File: config.mk
export PLATFORM = sky130hd
export DESIGN_NAME = tdpt_ctrl
export DESIGN_NICKNAME = d
export VERILOG_FILES = /design/src/rtl/tdpt_pkg.sv /design/src/rtl/tdpt_ctrl.sv
export SDC_FILE = /design/constraint.sdc
export NUM_CORES = 1
export LEC_CHECK = 0
export ABC_AREA = 1
export BUFFER_PORTS_ARGS = -buffer_cell sky130_fd_sc_hd__clkbuf_2
export CAP_MARGIN = 20
export CORE_AREA = 2 2 39 41
export DETAILED_ROUTE_END_ITERATION = 7
export DIE_AREA = 0 0 41 43
export PLACE_DENSITY = 0.71
export RECOVER_POWER = 25
export SLEW_MARGIN = 20
export SYNTH_ARGS = -nofsm -noshare
export SYNTH_HDL_FRONTEND = slang
export SYNTH_SLANG_ARGS = --single-unit
File: constraint.sdc
create_clock -name clk -period 2.4 [get_ports clk]
set_clock_uncertainty 0.15 [all_clocks]
set_input_delay 0.48 -clock clk [delete_from_list [all_inputs] [get_ports clk]]
set_output_delay 0.48 -clock clk [all_outputs]
set_load 0.005 [all_outputs]
File: src/rtl/tdpt_pkg.sv
// ----------------------------------------------------------------------------
// tdpt_pkg: shared types and constants for the trial division prime test
// Holds the default value width, the divisor select code and the command and
// status bundles that run between the controller and the datapath.
// ----------------------------------------------------------------------------
`default_nettype none

package tdpt_pkg;

    localparam int VALUE_BITS_DEF = 32;

    // Divisor the datapath loads into its remainder unit
    typedef enum logic [1:0] {
        DIV_TWO,
        DIV_THREE,
        DIV_CAND_LO,    // 6k-1
        DIV_CAND_HI     // 6k+1
    } div_sel_t;

    typedef struct packed {
        logic     load;     // latch a new value and reset the candidate
        logic     start;    // begin a remainder computation
        logic     step;     // advance the candidate by six
        div_sel_t sel;
    } dp_cmd_t;

    typedef struct packed {
        logic negative;
        logic below_two;
        logic below_four;
        logic busy;         // remainder unit still iterating
        logic rem_zero;
        logic cand_in_range; // candidate squared does not exceed the value
    } dp_stat_t;

endpackage

`default_nettype wire

File: src/rtl/tdpt_ctrl.sv
// ----------------------------------------------------------------------------
// tdpt_ctrl: controller of the trial division prime test
// Sequences the divisions by 2, 3, 6k-1 and 6k+1 and holds the result
// register of the output channel.
// ----------------------------------------------------------------------------
`default_nettype none

module tdpt_ctrl (
    input  wire logic               clk,
    input  wire logic               rst_n,
    input  wire logic               in_valid,
    output logic                    in_ready,
    output logic                    out_valid,
    input  wire logic               out_ready,
    output logic                    prime_flag,
    output logic                    accepted,
    input  wire tdpt_pkg::dp_stat_t stat,
    output tdpt_pkg::dp_cmd_t       cmd
);
    import tdpt_pkg::*;

    typedef enum logic [2:0] {
        S_IDLE,
        S_CLASSIFY,
        S_WAIT,
        S_LOOP,
        S_FINISH
    } state_t;

    state_t   state_reg, state_next;
    div_sel_t sel_reg, sel_next;
    logic     prime_reg, prime_next;
    logic     acc_reg, acc_next;
    logic     out_valid_reg, out_valid_next;
    logic     prime_flag_reg, prime_flag_next;
    logic     accepted_reg, accepted_next;

    always_comb
    begin
        state_next      = state_reg;
        sel_next        = sel_reg;
        prime_next      = prime_reg;
        acc_next        = acc_reg;
        out_valid_next  = out_valid_reg;
        prime_flag_next = prime_flag_reg;
        accepted_next   = accepted_reg;
        cmd             = '{load: 1'b0, start: 1'b0, step: 1'b0, sel: sel_reg};

        if (out_valid_reg && out_ready)
            out_valid_next = 1'b0;

        unique case (state_reg)
            S_IDLE:
            begin
                if (in_valid)
                begin
                    cmd.load   = 1'b1;
                    state_next = S_CLASSIFY;
                end
            end
            S_CLASSIFY:
            begin
                if (stat.negative)
                begin
                    prime_next = 1'b0;
                    acc_next   = 1'b0;
                    state_next = S_FINISH;
                end
                else if (stat.below_two)
                begin
                    prime_next = 1'b0;
                    acc_next   = 1'b1;
                    state_next = S_FINISH;
                end
                else if (stat.below_four)
                begin
                    prime_next = 1'b1;
                    acc_next   = 1'b0;
                    state_next = S_FINISH;
                end
                else
                begin
                    cmd.start  = 1'b1;
                    cmd.sel    = DIV_TWO;
                    sel_next   = DIV_TWO;
                    state_next = S_WAIT;
                end
            end
            S_WAIT:
            begin
                if (!stat.busy)
                begin
                    if (stat.rem_zero)
                    begin
                        prime_next = 1'b0;
                        acc_next   = 1'b1;
                        state_next = S_FINISH;
                    end
                    else
                    begin
                        unique case (sel_reg)
                            DIV_TWO:
                            begin
                                cmd.start = 1'b1;
                                cmd.sel   = DIV_THREE;
                                sel_next  = DIV_THREE;
                            end
                            DIV_CAND_LO:
                            begin
                                cmd.start = 1'b1;
                                cmd.sel   = DIV_CAND_HI;
                                sel_next  = DIV_CAND_HI;
                            end
                            DIV_CAND_HI:
                            begin
                                cmd.step   = 1'b1;
                                state_next = S_LOOP;
                            end
                            default:
                            begin
                                state_next = S_LOOP;
                            end
                        endcase
                    end
                end
            end
            S_LOOP:
            begin
                if (stat.cand_in_range)
                begin
                    cmd.start  = 1'b1;
                    cmd.sel    = DIV_CAND_LO;
                    sel_next   = DIV_CAND_LO;
                    state_next = S_WAIT;
                end
                else
                begin
                    prime_next = 1'b1;
                    acc_next   = 1'b0;
                    state_next = S_FINISH;
                end
            end
            S_FINISH:
            begin
                // hold until the result slot is free or drains this cycle
                if (!out_valid_reg || out_ready)
                begin
                    out_valid_next  = 1'b1;
                    prime_flag_next = prime_reg;
                    accepted_next   = acc_reg;
                    state_next      = S_IDLE;
                end
            end
            default:
            begin
                state_next = S_IDLE;
            end
        endcase
    end

    always_ff @(posedge clk or negedge rst_n)
    begin
        if (!rst_n)
        begin
            state_reg     <= S_IDLE;
            sel_reg       <= DIV_TWO;
            out_valid_reg <= 1'b0;
        end
        else
        begin
            state_reg     <= state_next;
            sel_reg       <= sel_next;
            out_valid_reg <= out_valid_next;
        end
    end

    always_ff @(posedge clk)
    begin
        prime_reg      <= prime_next;
        acc_reg        <= acc_next;
        prime_flag_reg <= prime_flag_next;
        accepted_reg   <= accepted_next;
    end

    assign in_ready   = (state_reg == S_IDLE);
    assign out_valid  = out_valid_reg;
    assign prime_flag = prime_flag_reg;
    assign accepted   = accepted_reg;

endmodule

`default_nettype wire

Yosys cells after proc, flatten, opt, wreduce, memory -nomap -nowiden
Index checks and enable logic that the tools add are counted.
{"block": "totals", "regBits": 10, "input_bits": 10, "output_inout_bits": 9, "word_cells": 80}
{"block": "op_classes", "n_eq_ne": 14, "n_mux": 48, "reduce_logical": 11}
{"cell": "2-to-1 mux 3 bit", "count": 9}
{"cell": "2-to-1 mux 1 bit", "count": 24}
{"cell": "one-hot mux 3 bit (5 select lines)", "count": 1}
{"cell": "2-to-1 mux 2 bit", "count": 6}
{"cell": "!= test 2 bit, second input constant", "count": 6}
{"cell": "one-hot mux 2 bit (3 select lines)", "count": 2}
{"cell": "one-hot mux 1 bit (3 select lines)", "count": 3}
{"cell": "2-to-1 mux 4 bit", "count": 2}
{"cell": "equality test 3 x 2 -> 1 bit, second input constant", "count": 2}
{"cell": "AND reduction 5 bit", "count": 1}
{"cell": "equality test 2 bit, second input constant", "count": 2}
{"cell": "!= test 4 bit, second input constant", "count": 1}
{"cell": "one-hot mux 2 bit (2 select lines)", "count": 1}
{"cell": "AND reduction 4 bit", "count": 1}
{"cell": "equality test 3 x 1 -> 1 bit, second input constant", "count": 1}
{"cell": "equality test 3 bit, second input constant", "count": 1}
{"cell": "zero test 3 bit", "count": 1}
{"cell": "!= test 3 bit, second input constant", "count": 1}
{"cell": "AND reduction 3 bit", "count": 1}
{"cell": "nonzero test 3 bit", "count": 1}
{"cell": "zero test 2 bit", "count": 1}
{"cell": "AND reduction 2 bit", "count": 1}
{"cell": "OR reduction 2 bit", "count": 1}
{"cell": "logical AND 1 bit", "count": 1}
{"cell": "other kinds (2)", "count": 2}

Depth between registers and ports, before layout
Gate-level depths: netlist (run 1).
{"block": "logic_depth", "depth_word": 6, "mapped_depth": 7, "ltp_nobuf": 7}

Worst setup path before layout (run 1)
No wires, ideal clock.
{"block": "synth_timing", "path_kind": "reg2out", "startpoint": "register state_reg[2]", "endpoint": "output port cmd[0] (netlist name)", "arrival_time_ns": 1.046, "required_time_ns": 1.770, "setup_slack_ns": 0.724, "path_stages_with_launch": 7, "path_buffers": 0, "path_cell_list": "dfrtp_1 > inv_2 > nand2_4 > nor2_4 > nand2_4 > nor2_1 > o21a_1"}
{"element": "start: declaration", "line_no": "tdpt_ctrl.sv:30", "text": "state_t state_reg, state_next;"}
{"element": "start signal: assignment", "line_no": "tdpt_ctrl.sv:171", "text": "state_reg <= state_next;"}
{"element": "end: declaration", "line_no": "tdpt_ctrl.sv:18", "text": "output tdpt_pkg::dp_cmd_t cmd"}

==> impl_metrics.ini, run 1 <==
[worst_setup_path]
critical_path.top_delay_family = flip-flops
reg2regPathDepth = 6
cp_common_cell = nand2_4
startpoint_type = register
crit_required_ns = 1.77
worstPathCellList = inv_2 > nand2_4 > nor2_4 > nand2_4 > nor2_1 > o21a_1 > clkbuf_2
slowest_delay_ns = 0.47
path_buf_inv = 2
critical_path.reg2reg.startpoint = state_reg[2]
ff2ff_setup_slack_ns = 0.81
cp_slowest_cell = dfrtp_1
worstPathArrival_ns = 1.52
critPathCaptureType = output port
crit_fanout = 6
r2r-end = prime_reg
worstSetupPathType = register to output port

[floorplanning]
die_y_um = 43
rows = 14
io_pins = 19
dieWidth_um = 41
start_util_pct = 43.49
die_area_sq_um = 1763
core_sq_um = 1384

[route]
first_pass_iters = 4
ant_nets = 0
drc = 0
vias = 563
drt_wl_total_mm = 1.276
drt_iter0_markers = 6
routedWlPerCell_um = 11.39
routed_via_density = 5.027

[finish]
final_common_cell = clkbuf_2
final_cells = 112
largest_reg_flops = 3
nets = 107
area_delta_synth_final_pct = 25.78
stdcell_area_sq_um = 757.0
num_antenna_cells = 0
drive_gt1_share_pct = 33.33
most-common-layout-cells = clkbuf_2, nor2_1, inv_1, nand2_1, nand3_1

[run]
drv_cap = 0

[power]
irDropWorstVdd_v = 0.0005277
power.total_w = 0.0008044
p_clk_share_pct = 18.6
p_switching_w = 0.0003239
pwr-share-seq_pct = 39.3
comb_power_share_pct = 42.0
p_int_w = 0.0004805
powerDensity_nw_per_um2 = 1063
p_sw_share_pct = 40.26
p_leak_nw = 0.3962

[sta]
worst_pin_slew_ns = 0.3305
rsz0062_at_grt = no
fin_crit_ns = 2.149
post-route-period-util_pct = 89.56
slew_viol_final = 0
slew_headroom_pct = 77.97
tns_ns = 0
hold_violations = 0
fmax_mhz = 465.2
setup_violations = 0

[global_routing]
grt_pass1_vias = 510
grt-ovfl-total = 0
grt_first_pass_wirelength_mm = 2.049
grt_antenna_before_repair = 0
track_usage_pct = 17.90
grt_max_degree = 7

[clocking]
cts_sinks = 10
post_cts_resized = 0
cts_made_buffers = 3
cts_buffer_depth = 2
clock_latency_ns = 0.27
cts_tree = yes
cts_max_level = 1
path_clk_slew_ns = 0.07
root_buffer = clkbuf_4

[placed_design]
dpl.cell_count = 107
gp_congestion = 0.8857
place_area_sq_um = 711.9
dp_hpwl_mm = 1.083
port_buffers = 18

[logic_synthesis]
syn_nets = 83
synth_compound_area_share_pct = 14.97
synth_seq_cells = 10
synth_adder_area_share_pct = 0
synth_mux_area_share_pct = 0
postSynthAreaPerCell_sq_um = 8.244
synthCells = 73
synth_top_family_by_area = simple AND/OR/NAND/NOR gates
seq_area_frac_synth_pct = 44.91
synthSimpleGateAreaFrac_pct = 32.64
synth_xor_area_share_pct = 0
yosysWarnings = 0
syn_area_sq_um = 601.8
yosysUniqueCellTypes = 21

[status]
outcome = complete, no violations

[hold_path]
hold_path.class = input port to register
hold_end = out_valid
whs_path_depth = 2
hp-start = out_ready
stage by stage:
step | setup WS [ns] | util (%) | hold slack [ns]
after floorplan | 0.7242 | - | 0.03441
after global placement | 0.5436 | 51.45 | 0.1654
after detailed placement | 0.5442 | 51.45 | 0.1630
after CTS | 0.2434 | 54.79 | 0.2706
after global routing | 0.1092 | 54.70 | 0.2648
final | 0.2505 | 54.70 | 0.2661
worst max path at each step:
| stage | from | end | slack (ns) | depth (start not counted) |
|---|---|---|---|---|
| after global placement | state_reg[2] | cmd[0] | 0.54 | 7 |
| after floorplan | state_reg[2] | cmd[0] | 0.72 | 6 |
| after detailed placement | state_reg[2] | cmd[0] | 0.54 | 7 |
| final | state_reg[2] | cmd[0] | 0.25 | 7 |
| after global routing | state_reg[2] | cmd[0] | 0.11 | 7 |
| after CTS | state_reg[2] | cmd[0] | 0.24 | 7 |
power by group through the flow:
stage	Combinational, W	Sequential, W	Clock, W
6_report	0.000338	0.000316	0.000150
5_1_grt	0.000382	0.000328	0.000162
4_1_cts	0.000342	0.000316	0.000153
3_5_place_dp	0.000339	0.000319	0
3_3_place_gp	0.000334	0.000318	0
2_1_floorplan	0.000232	0.000308	0
cell families after synthesis:
logic type             count (synthesis)
and+or+nand+nor                       37
AOI/OAI and AO/OA                     14
DFF                                   10
buffers and inverters                 12
cell type report:
class / count / area (sq um)
flip-flops and latches: 10 / 270.3
well taps: 16 / 20.02
inverters: 12 / 45.04
fillers: 137 / 626.9
clock buffers: 4 / 36.28
multi-input cells: 51 / 286.5
repair buffers: 19 / 98.84
worst register-to-register path, stage by stage (launching register included):
cell and delay (ns):
dfrtp_1 0.49, inv_2 0.11, nand2_1 0.10, nor2_1 0.07, nand2_2 0.10, nand3_2 0.10, nor2_1 0.17
metal layers:
layer  track usage [%]  vias up  routed length, um
met5                 0        -                  0
met1             20.47      245                545
met3             4.712        7                 71
met2             27.19       19                607
met4             12.67        0                 51
li1                  -      292                  -
cells in the mapped netlist:
master	instances	area (sq um)
o211ai_1	1	7.510
o21ai_0	3	15.01
nand3_2	1	10.01
edfxtp_1	4	120.1
o21bai_1	2	15.01
a31o_2	1	8.760
a21oi_1	4	20.02
inv_1	10	37.54
nand3_1	7	35.03
nor4_1	1	6.260
o21ai_2	1	8.760
inv_2	2	7.510
nor2_1	11	41.29
nor2_4	2	22.52
nand2_2	1	6.260
dfrtp_1	6	150.1
nor3_2	1	10.01
nor3_1	1	5.000
o21a_1	2	15.01
nand2_1	10	37.54
nand2_4	2	22.52
repair_timing:
action | CTS | global route
hold buffers | 1 | 0
hold endpoints to repair | 6 | 0
buffers inserted | 0 | 0
No activity file was read; power rests on OpenSTA's default activity.
==> run 2, diff against run 1 <==
--- a/config.mk
+++ b/config.mk
@@ -8,9 +8,9 @@
 export ABC_AREA = 1
 export BUFFER_PORTS_ARGS = -buffer_cell sky130_fd_sc_hd__clkbuf_2
 export CAP_MARGIN = 20
-export CORE_AREA = 2 2 39 41
+export CORE_AREA = 8 8 45 47
 export DETAILED_ROUTE_END_ITERATION = 7
-export DIE_AREA = 0 0 41 43
+export DIE_AREA = 0 0 53 55
 export PLACE_DENSITY = 0.71
 export RECOVER_POWER = 25
 export SLEW_MARGIN = 20
==> impl_metrics.ini, run 2 (same netlist as run 1, synthesis figures left out) <==
[global_routing]
grt_pass1_vias = 560
grt_antenna_before_repair = 0
grt_max_degree = 7
grt_first_pass_wirelength_mm = 2.415
track_usage_pct = 11.29
grt-ovfl-total = 0

[power]
irDropWorstVdd_v = 0.0004442
p_leak_nw = 0.3902
p_clk_share_pct = 15.4
comb_power_share_pct = 43.6
pwr-share-seq_pct = 41.0
p_int_w = 0.0004528
power.total_w = 0.0007762
powerDensity_nw_per_um2 = 1039
p_switching_w = 0.0003234
p_sw_share_pct = 41.66

[route]
drt_wl_total_mm = 1.367
drt_iter0_markers = 23
top_layer = met4
drt-met1-wl_um = 605
ant_nets = 0
drc = 0
vias = 542
wl_met2_um = 628
routedWlPerCell_um = 12.21
routed_via_density = 4.839
first_pass_iters = 4
wl_met3_um = 125

[finish]
drive_gt1_share_pct = 32.29
ff_latch_area_sq_um = 270.3
multi_input_area_sq_um = 286.5
final_common_cell = clkbuf_2
most-common-layout-cells = clkbuf_2, nor2_1, inv_1, nand2_1, nand3_1
area_delta_synth_final_pct = 24.12
fillers = 131
nets = 107
num_antenna_cells = 0
largest_reg_flops = 3
utilization_pct = 53.98

[placed_design]
place_ws_ns = 0.5152
dp_hpwl_mm = 1.139
gp_congestion = 0.8472
port_buffers = 18

[floorplanning]
io_pins = 19
rows = 14
start_util_pct = 43.49
die_y_um = 55
die_area_sq_um = 2915
core_sq_um = 1384
dieWidth_um = 53

[sta]
slew_headroom_pct = 75.99
fin_crit_ns = 2.150
hold_violations = 0
rsz0062_at_grt = no
setup_violations = 0
post-route-period-util_pct = 89.57
tns_ns = 0
slew_viol_final = 0
fmax_mhz = 465.2
worst_pin_slew_ns = 0.3601
setup_ws_ns = 0.2504
fin_hold_ws_ns = 0.2702

[worst_setup_path]
crit_fanout = 6
crit_required_ns = 1.77
critical_path.reg2reg.startpoint = state_reg[2]
worstSetupPathType = register to output port
crit_path_start = state_reg[2]
worstPathArrival_ns = 1.52
critPathCaptureType = output port
startpoint_type = register

[clocking]
cts_buffer_depth = 2
path_clk_slew_ns = 0.07
cts_made_buffers = 3
cts_max_level = 1
cts_tree = yes
cts_sinks = 10
clock_latency_ns = 0.26
root_buffer = clkbuf_4

[status]
outcome = complete, no violations

[run]
drv_cap = 0

[hold_path]
hold_path.class = register to register
hp-start = acc_reg
==> run 2: path summary, 6_finish.rpt <==
path,cells after the start,to,slack (ns)
min in group asynchronous,2,state_reg[1],0.48
min reg2reg,0,accepted,0.27
max,6,cmd[1],0.25
min,0,accepted,0.27
max reg2reg,6,acc_reg,0.80
max in group asynchronous,2,state_reg[2],1.36
==> run 2: critical path: stages, from the launching register on <==
cell,delay (ns)
dfrtp_1,0.47
inv_2,0.14
nand2_1,0.08
nor2_1,0.18
a21oi_1,0.12
o21bai_1,0.14
clkbuf_2,0.13
==> run 2: per-layer routing <==
| layer | vias up | global-route usage [%] |
|---|---|---|
| met3 | 2 | 4.011 |
| li1 | 287 | - |
| met5 | - | 0 |
| met2 | 19 | 17.58 |
| met4 | 0 | 6.466 |
| met1 | 234 | 13.22 |
==> run 2: what timing repair did <==
| action | in CTS | in global routing |
|---|---|---|
| resized for setup | 0 | 0 |
| hold buffers | 1 | 0 |
| endpoints found under the hold margin | 6 | 0 |
| buffers inserted | 0 | 0 |
==> run 2: power by group through the flow <==
| stage | registers, W | clock network (W) | logic (W) |
|---|---|---|---|
| after floorplan | 0.000308 | 0 | 0.000232 |
| after global placement | 0.000317 | 0 | 0.000337 |
| after detailed placement | 0.000321 | 0 | 0.000339 |
| after CTS | 0.000318 | 0.000125 | 0.000343 |
| after global routing | 0.000331 | 0.000133 | 0.000382 |
| final | 0.000318 | 0.000119 | 0.000338 |
==> run 2: stage by stage <==
stage          cells  instance area, sq um
2_1_floorplan     73                 601.8
3_3_place_gp     107                 711.9
3_5_place_dp     107                 711.9
4_1_cts          112                 748.2
5_1_grt          112                 747.0
6_report         112                 747.0
==> run 2: cell type report <==
| type | instances | share of cell area [%] |
|---|---|---|
| clock buffer | 4 | 3.518 |
| inverter | 12 | 6.030 |
| multi-input combinational | 51 | 38.36 |
| sequential | 10 | 36.18 |
| tap | 16 | 2.680 |
| timing repair buffer | 19 | 13.23 |
